$ cat src/hdl/ohlc_pkg.sv
// Shared types and codes for the OHLC bar aggregator.
// Depends on nothing; imported by every module of the block.
package ohlc_pkg;

  localparam int unsigned ACT_BITS = 2;
  localparam int unsigned EV_BITS  = 3;
  localparam int unsigned IVL_BITS = 32;
  localparam logic [IVL_BITS-1:0] IVL_RESET = 32'd60000;

  typedef enum logic [ACT_BITS-1:0] {
    ACT_HIST  = 2'd0,
    ACT_LIVE  = 2'd1,
    ACT_CLEAR = 2'd2
  } action_e;

  typedef enum logic [EV_BITS-1:0] {
    EV_OPENED  = 3'd0,
    EV_UPDATED = 3'd1,
    EV_LIVE    = 3'd2,
    EV_CLOSED  = 3'd3,
    EV_CLEARED = 3'd4
  } event_e;

  typedef enum logic [2:0] {
    FS_IDLE = 3'b001,
    FS_DIV  = 3'b010,
    FS_PUSH = 3'b100
  } fstate_e;

endpackage

$ cat src/hdl/ohlc_front.sv
// Front end: accepts ticks, holds the interval register and computes the
// interval floor of the tick time with a bit-serial divider. Uses ohlc_pkg.
module ohlc_front #(
  parameter int unsigned TIME_BITS  = 48,
  parameter int unsigned VALUE_BITS = 48
) (
  input  logic                       clk_i,
  input  logic                       rst_ni,
  input  logic                       cfg_valid_i,
  output logic                       cfg_ready_o,
  input  logic [ohlc_pkg::IVL_BITS-1:0] cfg_data_i,
  input  logic                       in_valid_i,
  output logic                       in_ready_o,
  input  logic [ohlc_pkg::ACT_BITS-1:0] in_action_i,
  input  logic [TIME_BITS-1:0]       in_time_i,
  input  logic [VALUE_BITS-1:0]      in_price_i,
  input  logic [VALUE_BITS-1:0]      in_volume_i,
  output logic                       push_valid_o,
  input  logic                       push_ready_i,
  // {volume, price, interval-1, floor, time, action}
  output logic [ohlc_pkg::ACT_BITS+ohlc_pkg::IVL_BITS+2*TIME_BITS+2*VALUE_BITS-1:0] push_data_o
);
  import ohlc_pkg::*;

  localparam int unsigned CNT_W = $clog2(TIME_BITS);

  fstate_e               state_q, state_d;
  logic [IVL_BITS-1:0]   ivl_q, ivl_d;
  logic [IVL_BITS-1:0]   div_q, div_d;
  logic [IVL_BITS-1:0]   rem_q, rem_d;
  logic [TIME_BITS-1:0]  sh_q, sh_d;
  logic [TIME_BITS-1:0]  time_q, time_d;
  logic [VALUE_BITS-1:0] price_q, price_d;
  logic [VALUE_BITS-1:0] vol_q, vol_d;
  logic [ACT_BITS-1:0]   act_q, act_d;
  logic [CNT_W-1:0]      cnt_q, cnt_d;
  logic [IVL_BITS:0]     rem_sh;
  logic [IVL_BITS:0]     rem_sub;
  logic [TIME_BITS-1:0]  floor_w;
  logic                  accept;

  assign cfg_ready_o = 1'b1;
  assign in_ready_o  = (state_q == FS_IDLE);
  assign accept      = in_valid_i && in_ready_o;

  // One quotient bit per cycle: shift in the next time bit, subtract if it fits.
  assign rem_sh  = {rem_q, sh_q[TIME_BITS-1]};
  assign rem_sub = rem_sh - {1'b0, div_q};

  // A clear carries no floor; the remainder register is zero for it.
  assign floor_w = time_q - TIME_BITS'(rem_q);

  assign push_valid_o = (state_q == FS_PUSH);
  assign push_data_o  = {vol_q, price_q, div_q - IVL_BITS'(1), floor_w, time_q, act_q};

  always_comb begin
    state_d = state_q;
    ivl_d   = ivl_q;
    div_d   = div_q;
    rem_d   = rem_q;
    sh_d    = sh_q;
    time_d  = time_q;
    price_d = price_q;
    vol_d   = vol_q;
    act_d   = act_q;
    cnt_d   = cnt_q;
    if (cfg_valid_i) begin
      ivl_d = cfg_data_i;
    end
    case (state_q)
      FS_IDLE: begin
        if (accept) begin
          time_d  = in_time_i;
          sh_d    = in_time_i;
          price_d = in_price_i;
          vol_d   = in_volume_i;
          act_d   = in_action_i;
          rem_d   = '0;
          cnt_d   = '0;
          // Zero interval behaves as one.
          div_d   = (ivl_q == '0) ? IVL_BITS'(1) : ivl_q;
          case (action_e'(in_action_i))
            ACT_HIST, ACT_LIVE: state_d = FS_DIV;
            ACT_CLEAR:          state_d = FS_PUSH;
            default:            state_d = FS_IDLE; // drop unknown action
          endcase
        end
      end
      FS_DIV: begin
        rem_d = rem_sub[IVL_BITS] ? rem_sh[IVL_BITS-1:0] : rem_sub[IVL_BITS-1:0];
        sh_d  = {sh_q[TIME_BITS-2:0], 1'b0};
        cnt_d = cnt_q + CNT_W'(1);
        if (cnt_q == CNT_W'(TIME_BITS - 1)) begin
          state_d = FS_PUSH;
        end
      end
      FS_PUSH: begin
        if (push_ready_i) begin
          state_d = FS_IDLE;
        end
      end
      default: state_d = FS_IDLE;
    endcase
  end

  always_ff @(posedge clk_i or negedge rst_ni) begin
    if (!rst_ni) begin
      state_q <= FS_IDLE;
      ivl_q   <= IVL_RESET;
      cnt_q   <= '0;
    end else begin
      state_q <= state_d;
      ivl_q   <= ivl_d;
      cnt_q   <= cnt_d;
    end
  end

  always_ff @(posedge clk_i) begin
    div_q   <= div_d;
    rem_q   <= rem_d;
    sh_q    <= sh_d;
    time_q  <= time_d;
    price_q <= price_d;
    vol_q   <= vol_d;
    act_q   <= act_d;
  end

endmodule

$ cat src/hdl/ohlc_fifo.sv
// Two-entry queue between the front end and the bar update stage.
// Depends on nothing beyond the shared package import.
module ohlc_fifo #(
  parameter int unsigned WIDTH = 290
) (
  input  logic             clk_i,
  input  logic             rst_ni,
  input  logic             wr_valid_i,
  output logic             wr_ready_o,
  input  logic [WIDTH-1:0] wr_data_i,
  output logic             rd_valid_o,
  input  logic             rd_ready_i,
  output logic [WIDTH-1:0] rd_data_o
);
  import ohlc_pkg::*;

  logic [WIDTH-1:0] mem_q [2];
  logic             wr_ptr_q, rd_ptr_q;
  logic [1:0]       count_q;
  logic             do_wr, do_rd;

  assign wr_ready_o = (count_q != 2'd2);
  assign rd_valid_o = (count_q != 2'd0);
  assign rd_data_o  = mem_q[rd_ptr_q];
  assign do_wr      = wr_valid_i && wr_ready_o;
  assign do_rd      = rd_valid_o && rd_ready_i;

  always_ff @(posedge clk_i or negedge rst_ni) begin
    if (!rst_ni) begin
      wr_ptr_q <= 1'b0;
      rd_ptr_q <= 1'b0;
      count_q  <= 2'd0;
    end else begin
      if (do_wr) wr_ptr_q <= ~wr_ptr_q;
      if (do_rd) rd_ptr_q <= ~rd_ptr_q;
      if (do_wr && !do_rd) begin
        count_q <= count_q + 2'd1;
      end else if (do_rd && !do_wr) begin
        count_q <= count_q - 2'd1;
      end
    end
  end

  always_ff @(posedge clk_i) begin
    if (do_wr) begin
      mem_q[wr_ptr_q] <= wr_data_i;
    end
  end

endmodule

$ cat src/hdl/ohlc_back.sv
// Bar update stage: applies one classified tick to the bar state and holds
// the resulting bar in the output register. Uses ohlc_pkg.
module ohlc_back #(
  parameter int unsigned TIME_BITS  = 48,
  parameter int unsigned VALUE_BITS = 48
) (
  input  logic                       clk_i,
  input  logic                       rst_ni,
  input  logic                       in_valid_i,
  output logic                       in_ready_o,
  input  logic [ohlc_pkg::ACT_BITS+ohlc_pkg::IVL_BITS+2*TIME_BITS+2*VALUE_BITS-1:0] in_data_i,
  output logic                       out_valid_o,
  input  logic                       out_ready_i,
  output logic [ohlc_pkg::EV_BITS-1:0] out_event_o,
  output logic [TIME_BITS-1:0]       out_start_o,
  output logic [VALUE_BITS-1:0]      out_open_o,
  output logic [VALUE_BITS-1:0]      out_high_o,
  output logic [VALUE_BITS-1:0]      out_low_o,
  output logic [VALUE_BITS-1:0]      out_close_o,
  output logic [VALUE_BITS-1:0]      out_volume_o
);
  import ohlc_pkg::*;

  logic [ACT_BITS-1:0]   e_act;
  logic [TIME_BITS-1:0]  e_time, e_floor;
  logic [IVL_BITS-1:0]   e_ivm1;
  logic [VALUE_BITS-1:0] e_price, e_vol;

  logic                  present_q, present_d;
  logic                  hist_q, hist_d;
  logic                  live_q, live_d;
  logic                  oval_q, oval_d;
  event_e                ev_q, ev_d;
  logic [TIME_BITS-1:0]  start_q, start_d, lastf_q, lastf_d;
  logic [VALUE_BITS-1:0] open_q, open_d, high_q, high_d, low_q, low_d;
  logic [VALUE_BITS-1:0] close_q, close_d, vol_q, vol_d;

  logic                  pop;
  logic [VALUE_BITS:0]   vsum;
  logic [VALUE_BITS-1:0] m_vol, m_high, m_low;
  logic [TIME_BITS-1:0]  elapsed;
  logic                  hist_end, live_end;

  assign {e_vol, e_price, e_ivm1, e_floor, e_time, e_act} = in_data_i;

  assign pop        = in_valid_i && (!oval_q || out_ready_i);
  assign in_ready_o = !oval_q || out_ready_i;

  // Merged values of the tick into the open bar.
  assign vsum   = {1'b0, vol_q} + {1'b0, e_vol};
  assign m_vol  = vsum[VALUE_BITS] ? {VALUE_BITS{1'b1}} : vsum[VALUE_BITS-1:0];
  assign m_high = (e_price > high_q) ? e_price : high_q;
  assign m_low  = (e_price < low_q) ? e_price : low_q;

  assign elapsed  = e_time - start_q;
  assign hist_end = (e_time >= start_q) && (elapsed >= TIME_BITS'(e_ivm1));
  assign live_end = (e_floor > lastf_q);

  always_comb begin
    present_d = present_q;
    hist_d    = hist_q;
    live_d    = live_q;
    ev_d      = ev_q;
    start_d   = start_q;
    lastf_d   = lastf_q;
    open_d    = open_q;
    high_d    = high_q;
    low_d     = low_q;
    close_d   = close_q;
    vol_d     = vol_q;
    oval_d    = oval_q && !out_ready_i;
    if (pop) begin
      case (action_e'(e_act))
        ACT_HIST, ACT_LIVE: begin
          oval_d = 1'b1;
          if (!present_q || ((action_e'(e_act) == ACT_HIST) ? hist_q : live_q)) begin
            if (action_e'(e_act) == ACT_HIST) hist_d = 1'b0;
            else live_d = 1'b0;
            present_d = 1'b1;
            start_d   = e_floor;
            lastf_d   = e_floor;
            open_d    = e_price;
            high_d    = e_price;
            low_d     = e_price;
            close_d   = e_price;
            vol_d     = e_vol;
            ev_d      = EV_OPENED;
          end else begin
            high_d  = m_high;
            low_d   = m_low;
            close_d = e_price;
            vol_d   = m_vol;
            if (action_e'(e_act) == ACT_HIST) begin
              if (hist_end) begin
                hist_d = 1'b1;
                ev_d   = EV_CLOSED;
              end else begin
                ev_d   = EV_UPDATED;
              end
            end else begin
              if (live_end) begin
                live_d = 1'b1;
                ev_d   = EV_CLOSED;
              end else begin
                ev_d   = EV_LIVE;
              end
            end
          end
        end
        ACT_CLEAR: begin
          // Drop the bar; keep the live close flag and last floor.
          oval_d    = 1'b1;
          present_d = 1'b0;
          hist_d    = 1'b0;
          start_d   = '0;
          open_d    = '0;
          high_d    = '0;
          low_d     = '0;
          close_d   = '0;
          vol_d     = '0;
          ev_d      = EV_CLEARED;
        end
        default: ;
      endcase
    end
  end

  always_ff @(posedge clk_i or negedge rst_ni) begin
    if (!rst_ni) begin
      present_q <= 1'b0;
      hist_q    <= 1'b0;
      live_q    <= 1'b0;
      oval_q    <= 1'b0;
      ev_q      <= EV_OPENED;
      start_q   <= '0;
      lastf_q   <= '0;
      open_q    <= '0;
      high_q    <= '0;
      low_q     <= '0;
      close_q   <= '0;
      vol_q     <= '0;
    end else begin
      present_q <= present_d;
      hist_q    <= hist_d;
      live_q    <= live_d;
      oval_q    <= oval_d;
      ev_q      <= ev_d;
      start_q   <= start_d;
      lastf_q   <= lastf_d;
      open_q    <= open_d;
      high_q    <= high_d;
      low_q     <= low_d;
      close_q   <= close_d;
      vol_q     <= vol_d;
    end
  end

  // State only moves when the output register is free, so it doubles as the result.
  assign out_valid_o  = oval_q;
  assign out_event_o  = ev_q;
  assign out_start_o  = start_q;
  assign out_open_o   = open_q;
  assign out_high_o   = high_q;
  assign out_low_o    = low_q;
  assign out_close_o  = close_q;
  assign out_volume_o = vol_q;

endmodule

$ cat src/hdl/ohlc_bar_aggregator.sv
// OHLC bar aggregator: top level, wires front end, queue and bar update stage.
// Depends on ohlc_pkg, ohlc_front, ohlc_fifo and ohlc_back.
//
// Usage:
//   s_axis carries one tick per transfer: tuser is the action (historical
//   tick, live tick, clear), tdata the time, price and volume. m_axis gives
//   one bar per tick (none for the unused action code): tuser is the event,
//   tdata the bar start and open/high/low/close/volume after the tick.
//   cfg_* writes the interval in ms; write it only while the block is idle.
//   A tick passes the bit-serial floor divider, which works through one time
//   bit per step, then the queue, then the bar register, before its bar is
//   valid on m_axis; a clear skips the divider.
//   Throughput: the front end holds s_axis_tready low while the divider runs
//   and until its entry is pushed, so ticks and clears are taken only once the
//   last one has left it, and the unused code every cycle while it is idle.
//   The bar stage takes one entry per cycle while m_axis is not stalled.
//   Reset clears the bar state, the queue and the output, and loads the
//   interval with 60000. A stalled receiver holds the result in the output
//   register; two more bars wait in the queue, a third finished tick waits
//   in the front end, and s_axis_tready then stays low until m_axis moves.
module ohlc_bar_aggregator #(
  parameter int unsigned TIME_BITS  = 48,
  parameter int unsigned VALUE_BITS = 48
) (
  input  logic clk_i,
  input  logic rst_ni,
  input  logic                        cfg_valid_i,
  output logic                        cfg_ready_o,
  input  logic [ohlc_pkg::IVL_BITS-1:0] cfg_data_i,   // interval_ms
  input  logic                        s_axis_tvalid,
  output logic                        s_axis_tready,
  // tick_time_ms, tick_price, tick_volume (lowest bit up), zero padded
  input  logic [((TIME_BITS+2*VALUE_BITS+7)/8)*8-1:0] s_axis_tdata,
  input  logic [ohlc_pkg::ACT_BITS-1:0] s_axis_tuser, // action
  output logic                        m_axis_tvalid,
  input  logic                        m_axis_tready,
  // bar_start_ms, bar_open, bar_high, bar_low, bar_close, bar_volume
  // (lowest bit up), zero padded
  output logic [((TIME_BITS+5*VALUE_BITS+7)/8)*8-1:0] m_axis_tdata,
  output logic [ohlc_pkg::EV_BITS-1:0] m_axis_tuser   // event_res
);
  import ohlc_pkg::*;

  localparam int unsigned ENTRY_W = ACT_BITS + IVL_BITS + 2*TIME_BITS + 2*VALUE_BITS;
  localparam int unsigned OUT_W   = TIME_BITS + 5*VALUE_BITS;
  localparam int unsigned OUT_TW  = ((OUT_W + 7) / 8) * 8;

  logic                  push_valid, push_ready, pop_valid, pop_ready;
  logic [ENTRY_W-1:0]    push_data, pop_data;
  logic [TIME_BITS-1:0]  bar_start;
  logic [VALUE_BITS-1:0] bar_open, bar_high, bar_low, bar_close, bar_volume;

  ohlc_front #(
    .TIME_BITS  (TIME_BITS),
    .VALUE_BITS (VALUE_BITS)
  ) u_front (
    .clk_i        (clk_i),
    .rst_ni       (rst_ni),
    .cfg_valid_i  (cfg_valid_i),
    .cfg_ready_o  (cfg_ready_o),
    .cfg_data_i   (cfg_data_i),
    .in_valid_i   (s_axis_tvalid),
    .in_ready_o   (s_axis_tready),
    .in_action_i  (s_axis_tuser),
    .in_time_i    (s_axis_tdata[TIME_BITS-1:0]),
    .in_price_i   (s_axis_tdata[TIME_BITS+VALUE_BITS-1:TIME_BITS]),
    .in_volume_i  (s_axis_tdata[TIME_BITS+2*VALUE_BITS-1:TIME_BITS+VALUE_BITS]),
    .push_valid_o (push_valid),
    .push_ready_i (push_ready),
    .push_data_o  (push_data)
  );

  // Decouple the divider from a stalled bar stage.
  ohlc_fifo #(
    .WIDTH (ENTRY_W)
  ) u_fifo (
    .clk_i      (clk_i),
    .rst_ni     (rst_ni),
    .wr_valid_i (push_valid),
    .wr_ready_o (push_ready),
    .wr_data_i  (push_data),
    .rd_valid_o (pop_valid),
    .rd_ready_i (pop_ready),
    .rd_data_o  (pop_data)
  );

  ohlc_back #(
    .TIME_BITS  (TIME_BITS),
    .VALUE_BITS (VALUE_BITS)
  ) u_back (
    .clk_i        (clk_i),
    .rst_ni       (rst_ni),
    .in_valid_i   (pop_valid),
    .in_ready_o   (pop_ready),
    .in_data_i    (pop_data),
    .out_valid_o  (m_axis_tvalid),
    .out_ready_i  (m_axis_tready),
    .out_event_o  (m_axis_tuser),
    .out_start_o  (bar_start),
    .out_open_o   (bar_open),
    .out_high_o   (bar_high),
    .out_low_o    (bar_low),
    .out_close_o  (bar_close),
    .out_volume_o (bar_volume)
  );

  // Pack the bar, start time in the lowest bits; pad up to whole bytes.
  assign m_axis_tdata = OUT_TW'({bar_volume, bar_close, bar_low, bar_high, bar_open,
                                 bar_start});

endmodule

$ cat config.mk
export PLATFORM = sky130hd
export DESIGN_NAME = ohlc_bar_aggregator
export DESIGN_NICKNAME = d
export VERILOG_FILES = /design/src/hdl/ohlc_pkg.sv /design/src/hdl/ohlc_front.sv /design/src/hdl/ohlc_fifo.sv /design/src/hdl/ohlc_back.sv /design/src/hdl/ohlc_bar_aggregator.sv
export SDC_FILE = /design/constraint.sdc
export NUM_CORES = 2
export LEC_CHECK = 0
export ABC_AREA = 1
export BUFFER_PORTS_ARGS = -buffer_cell sky130_fd_sc_hd__buf_2
export CAP_MARGIN = 20
export CORE_AREA = 2 2 437 309
export DETAILED_ROUTE_END_ITERATION = 8
export DIE_AREA = 0 0 439 311
export GPL_TIMING_DRIVEN = 0
export SYNTH_ARGS = -nofsm -noshare
export SYNTH_HDL_FRONTEND = slang
export SYNTH_SLANG_ARGS = --single-unit
$ cat constraint.sdc
create_clock -name clk_i -period 19 [get_ports clk_i]
set_input_delay 2.85 -clock clk_i [delete_from_list [all_inputs] [get_ports clk_i]]
set_output_delay 2.85 -clock clk_i [all_outputs]
set_load 0.02 [all_outputs]
; Yosys cells after proc, flatten, opt, wreduce, memory -nomap -nowiden
; Memories as Yosys holds them, arrays and structs flattened.
; Index checks and enable logic that the tools add are counted.
[totals]
register_bits = 646
ramBits = 452
output_inout_bits = 294
input_bits = 183
n_memories = 1
elab_cells = 143
[op_classes]
n_mux = 49
order_cmp = 5
eq_ne = 17
n_bitwise = 3
addsub = 8
reduce_logical = 35
[memory_table]
columns = memory, depth, word_bits, rd, rd_clocked_by_memory_dff, wr, line_no
row1 = u_fifo.mem_q, 2, 226, 1, 0, 1, ohlc_fifo.sv:17  ; logic [WIDTH-1:0] mem_q [2];
[ops]
columns = operator, count
row1 = 48-bit one-hot mux with 2 select lines, 7
row2 = 48-bit 2-to-1 mux, 9
row3 = 48-bit greater-than comparator, 2
row4 = 32-bit 2-to-1 mux, 2
row5 = 32-bit one-hot mux with 2 select lines, 1
row6 = 48-bit by 48-bit adder with 49-bit output, 1
row7 = 48-bit by 32-bit greater-or-equal comparator with 1-bit output, 1
row8 = 48-bit greater-or-equal comparator, 1
row9 = 48-bit < comparator, 1
row10 = 48-bit by 32-bit subtractor with 48-bit output, 1
row11 = 48-bit subtractor, 1
row12 = 33-bit by 32-bit subtractor with 33-bit output, 1
row13 = 32-bit zero test, 1
row14 = "32-bit by 1-bit subtractor with 32-bit output, second input constant", 1
row15 = 1-bit 2-to-1 mux, 15
row16 = 3-bit 2-to-1 mux, 5
row17 = 3-bit AND reduction, 5
row18 = 3-bit one-hot mux with 2 select lines, 2
row19 = 6-bit one-hot mux with 2 select lines, 1
row20 = 2-bit nonzero test, 5
row21 = "3-bit by 1-bit inequality test with 1-bit output, second input constant", 3
row22 = 3-bit one-hot mux with 3 select lines, 1
row23 = 4-bit AND reduction, 2
row24 = 1-bit logical AND, 7
row25 = other kinds (21), 41

; Depth between registers and ports, before layout
; An unclocked memory read counts as a cell.
[logic_depth]
word_depth = 8
mapped_depth = 35
mapped_depth_nobuf = 33

; Cells and area by module
; From an unflattened synthesis, not the netlist that was laid out.
[unflattened]
hier_cells = 6687
area_unflattened_um2 = 58566.2
[modules_own_cells]
columns = mod, cells_per_inst, n_inst, seq_area_each_um2, area_per_inst_um2
row1 = ohlc_back, 3457, 1, 8583.2, 24856.3
row2 = ohlc_front, 2021, 1, 8783.4, 17095.1
row3 = ohlc_fifo, 1209, 1, 13673.1, 16614.7

; Worst setup path before layout
; OpenSTA, ideal clock, no wires.
[synth_timing]
path_kind = register to register
from = reg u_fifo.count_q[1]
to = mem u_fifo.mem_q[0][0] (netlist name) (enable)
period_less_slack_ns = 10.938
path_slack_ns = 8.062
arrival_ns = 10.122
required_ns = 18.184
path_buffers = 0
setup_ns = 0.816
path_stages_with_launch = 6
cell_sequence = dfrtp_1 -> inv_1 -> nor2_1 -> nor2_1 -> inv_1 -> nor2_1
[synth_via]
elab_chain_len = 4
[synth_rtl]
columns = item, line_no
row1 = start: declaration, ohlc_fifo.sv:19  ; logic [1:0] count_q;
row2 = start signal: assignment, ohlc_fifo.sv:37  ; count_q <= count_q + 2'd1;
row3 = start signal: assignment, ohlc_fifo.sv:39  ; count_q <= count_q - 2'd1;
row4 = 2-bit inequality test, ohlc_fifo.sv:22  ; assign wr_ready_o = (count_q != 2'd2);
row5 = 1-bit logical AND, ohlc_fifo.sv:25  ; assign do_wr = wr_valid_i && wr_ready_o;
row6 = via u_fifo.do_wr, ohlc_fifo.sv:20  ; logic do_wr, do_rd;
row7 = 1-bit 2-to-1 mux, ohlc_fifo.sv:45  ; if (do_wr) begin
row8 = 1-bit 2-to-1 mux (not written as such), ohlc_fifo.sv:46  ; mem_q[wr_ptr_q] <= wr_data_i;
row9 = end: declaration, ohlc_fifo.sv:17
; The timed path passes the listed nets, and every way through them passes these cells.

; Worst setup path in the final report
[layout_timing]
from = reg u_fifo.rd_ptr_q
to = reg u_back.hist_q
[layout_via]
elab_chain_len = 6
elab_cells_between_ends = 17
classes_between = add/sub (1) / order compare (2) / eq/ne (4) / mux (3) / reduce/logical (6) / memory (1)
[layout_rtl]
columns = item, line_no
row1 = start: declaration, ohlc_fifo.sv:18  ; logic wr_ptr_q, rd_ptr_q;
row2 = start signal: assignment, ohlc_fifo.sv:35  ; if (do_rd) rd_ptr_q <= ~rd_ptr_q;
row3 = memory read 2 x 226 bit (*), -
row4 = 48-bit subtractor / 2-bit zero test (equally long branches), -
row5 = 48-bit by 32-bit greater-or-equal comparator with 1-bit output / 1-bit 2-to-1 mux (equally long branches), "ohlc_back.sv:56, ohlc_back.sv:76"
row6 = 1-bit logical AND / 1-bit logical OR (equally long branches), "ohlc_back.sv:56, ohlc_back.sv:76"
row7 = 3-bit by 1-bit inequality test with 1-bit output (no source line) / 1-bit 2-to-1 mux (equally long branches), -
row8 = 4-bit AND reduction (no source line) / 1-bit one-hot mux with 2 select lines (equally long branches), -
row9 = end signal: assignment, ohlc_back.sv:144  ; hist_q <= hist_d;
row10 = end: declaration, ohlc_back.sv:30  ; logic hist_q, hist_d;
; Mark *: on every way between the ends. The rest lies on a longest branch, timed or not.
; A chain may end at the register's enable or synchronous reset.

==> results.txt <==
Result of the run -> completed
Slowest cell delay on critical path -> 0.91 ns
Worst Path Required -> 19.65 ns
Clock skew -> 0.0661 ns
Number of nets in the final layout -> 7,175
Post-synthesis cell type with the largest combined area -> sky130_fd_sc_hd__edfxtp_1
Dominant cell type by count on the critical path -> sky130_fd_sc_hd__nand2_1
Fraction of layout instances using a drive strength above 1 -> 12.7%
Fraction of the yosys area taken by sequential cells -> 55.0%
Number of enable flip-flop cells after synthesis -> 710
Most repeated cell in the gate-level netlist after synthesis -> sky130_fd_sc_hd__nand2_1
Number of levels the H-tree was split into -> 3
Number of buffers created by CTS -> 107
Number of setup violations in the final report -> 0
Max Clock Freq -> 138 MHz
Number of buffers on the longest clock path -> 3
Final weighted congestion in routability-driven placement -> 0.994
Area fraction of the dominant cell type after synthesis -> 37.7%
Clock latency reported for the late side of the worst-skew pair -> 0.77 ns
CP Data Arrival Time -> 7.89 ns
Path type of the worst setup path -> register to register
Ranking of synthesized cells by instance count -> sky130_fd_sc_hd__nand2_1 (1,647), sky130_fd_sc_hd__inv_1 (753), sky130_fd_sc_hd__edfxtp_1 (710), sky130_fd_sc_hd__o21ai_0 (408), sky130_fd_sc_hd__nor2_1 (384)
Fraction of registers with async set or reset after synthesis -> 35.3%
Startpoint type of the worst setup path -> register
Final wirelength -> 188 mm
Initial antenna violation count -> 29
P&R area growth vs syn -> 15.6%
Remaining design rule violation count -> 0
Synth Register Bits -> 1,098
Critical-path top delay cell -> sky130_fd_sc_hd__clkbuf_1
Worst-path clk slew -> 0.07 ns
Top Family by Delay on Critical Path -> buffers and inverters
Number of standard-cell rows in the floorplan -> 112
Area of the core -> 132,000 um2
Total congestion overflow after global routing -> 0
Period minus WS final -> 7.25 ns
Global-route wire length before repair -> 274 mm
Cell Pwr Density -> 195 nW/um2
Hold bufs inserted after CTS -> 0
Largest voltage drop on the vdd net -> 0.111 mV
Vias in the first global route -> 42,000
Flip-flop cell with the highest count after synthesis -> sky130_fd_sc_hd__edfxtp_1
Number of DRC violations after detailed-routing iteration 0 -> 4,406
Vias per std cell -> 5.26
Average wire per standard cell -> 22.0 um
Routed via count -> 44,900
Nets in the synthesized netlist -> 6,562
Final setup TNS -> 0 ns
Cells after synthesis -> 6,037
CP endpoint kind -> register
Die span in x -> 439 um
Warning count from the yosys run -> 0
CTS tree -> yes
Final clock period utilization by the worst path -> 38.1%
RSZ-0062 raised after global routing -> no
Iteration count of the initial detailed-routing pass -> 6
Pins over their slew limit -> 0
Post_cts resized -> 0
Total power -> 0.0127 W
CTS root buffer -> sky130_fd_sc_hd__clkbuf_16
Remaining number of nets flagged by the antenna check after routing -> 0
Maximum Capacitance Violations -> 0
HPWL Detailed -> 151 mm
Cell Area, Synth -> 56,500 um2
Buf/Inv on CP -> 5
Slew @ Worst Pin -> 1.27 ns
Mean instance size in the synthesized netlist -> 9.36 um2
Sink count of the clock tree -> 1,098
Global-route total usage across every layer -> 27.1%
Class of the tightest hold or removal check -> register to register
Post-CTS setup repair buffer count -> 0
Starting utilization of the core area -> 42.7%
Cells taking the most area after synthesis -> sky130_fd_sc_hd__edfxtp_1 (38%), sky130_fd_sc_hd__dfrtp_1 (17%), sky130_fd_sc_hd__nand2_1 (11%)
Count of final hold-check violations -> 0
Top Ports -> 477
Static leakage -> 29.8 nW
Distinct cell type count after synthesis -> 67
Port-buffer cells -> 474
Die outline height -> 311 um
Highest net fanout along the worst path -> 10
Relative max-transition margin -> 15.4%
Maximum number of pins on one net before global-route repair -> 99
Number of filler cells placed in the layout -> 12,600
Die Outline Area -> 137,000 um2
==> final timing paths <==
kind	from	slack, ns	cells past startpoint	end
setup / recovery	u_fifo.rd_ptr_q	11.75	31	u_back.hist_q
hold / removal	u_front.vol_q[41]	0.43	0	u_fifo.mem_q[0][219]
setup reg to reg	u_fifo.rd_ptr_q	11.75	31	u_back.hist_q
hold reg to reg	u_front.vol_q[41]	0.43	0	u_fifo.mem_q[0][219]
max in group asynchronous	rst_ni	15.25	4	u_back.out_start_o[22]
min in group asynchronous	rst_ni	1.98	1	u_back.out_close_o[32]
==> report_power, final <==
| group | switching [W] | internal (W) | total [W] |
|---|---|---|---|
| Combinational | 0.00480 | 0.00205 | 0.00685 |
| Clock | 0.000958 | 0.00119 | 0.00214 |
| Sequential | 0.000395 | 0.00332 | 0.00371 |
==> through the flow <==
step	cell area [um2]	cells	setup WS (ns)	hold slack [ns]	utilization, %
global route	65300	8525	11.42	0.448	49.3
finish	65300	8534	11.75	0.430	49.3
global placement	61100	8278	1.03	0.422	46.1
floorplan	56500	6037	8.06	0.421	-
detailed placement	61700	8307	11.85	0.430	46.6
CTS	65200	8511	11.82	0.435	49.3
==> registers in the layout (all words and copies together) (netlist names), 48 cells and up <==
register	count
u_back.out_start_o	48
u_front.price_q	48
u_back.out_volume_o	48
u_front.time_q	48
u_back.out_close_o	48
u_fifo.mem_q	452
u_back.out_high_o	48
u_back.lastf_q	48
u_front.sh_q	48
u_back.out_open_o	48
u_back.out_low_o	48
u_front.vol_q	48
==> layout by cell type, fill, tap and decap left out, types with 24 or more instances in the layout <==
| master | n |
|---|---|
| sky130_fd_sc_hd__nand2_1 | 1646 |
| sky130_fd_sc_hd__inv_1 | 752 |
| sky130_fd_sc_hd__edfxtp_1 | 710 |
| sky130_fd_sc_hd__buf_2 | 520 |
| sky130_fd_sc_hd__o21ai_0 | 408 |
| sky130_fd_sc_hd__nor2_1 | 382 |
| sky130_fd_sc_hd__dfrtp_1 | 380 |
| sky130_fd_sc_hd__ha_1 | 338 |
| sky130_fd_sc_hd__a21oi_1 | 326 |
| sky130_fd_sc_hd__nand3_1 | 228 |
| sky130_fd_sc_hd__clkbuf_1 | 159 |
| sky130_fd_sc_hd__xor2_1 | 115 |
| sky130_fd_sc_hd__clkbuf_16 | 108 |
| sky130_fd_sc_hd__or2_2 | 66 |
| sky130_fd_sc_hd__xnor2_1 | 56 |
| sky130_fd_sc_hd__nand4_1 | 52 |
| sky130_fd_sc_hd__mux2i_1 | 46 |
| sky130_fd_sc_hd__nor3_1 | 43 |
| sky130_fd_sc_hd__mux2_2 | 31 |
| sky130_fd_sc_hd__a31oi_1 | 28 |
| sky130_fd_sc_hd__o21ai_1 | 25 |
| sky130_fd_sc_hd__nor4_1 | 24 |
==> cell families after synthesis <==
logic type / count (synthesis) / share of synthesized area, %
other cells: 1 / 0.00664
flops: 1098 / 55.0
xor+xnor: 171 / 2.65
simple gates: 2486 / 18.1
fa+ha+maj: 342 / 7.63
mux: 77 / 1.43
buf+inv: 950 / 6.46
compound gates: 912 / 8.81
==> area by class of cell <==
class	count	area [um2]	area share (%)
Buffer	191	798	1.22
Tap cell	1767	2210	3.39
Sequential cell	1098	31000	47.5
Antenna cell	22	55.1	0.0843
Multi-Input combinational cell	3989	21800	33.4
Clock buffer	152	3000	4.59
Timing Repair Buffer	504	3030	4.63
Inverter	759	2860	4.37
Clock inverter	52	493	0.755
==> layer usage <==
| metal | vias up | track usage (%) | part of all wire, % | wire length (um) |
|---|---|---|---|---|
| met5 | - | 0 | 0.0069 | 13 |
| met4 | 2 | 7.90 | 3.1 | 5870 |
| met3 | 247 | 4.91 | 7.7 | 14400 |
| met2 | 1544 | 38.8 | 42 | 78600 |
| met1 | 21800 | 41.4 | 47 | 88800 |
| li1 | 21300 | - | - | - |
Note: power is estimated with default switching activity, not from simulation.
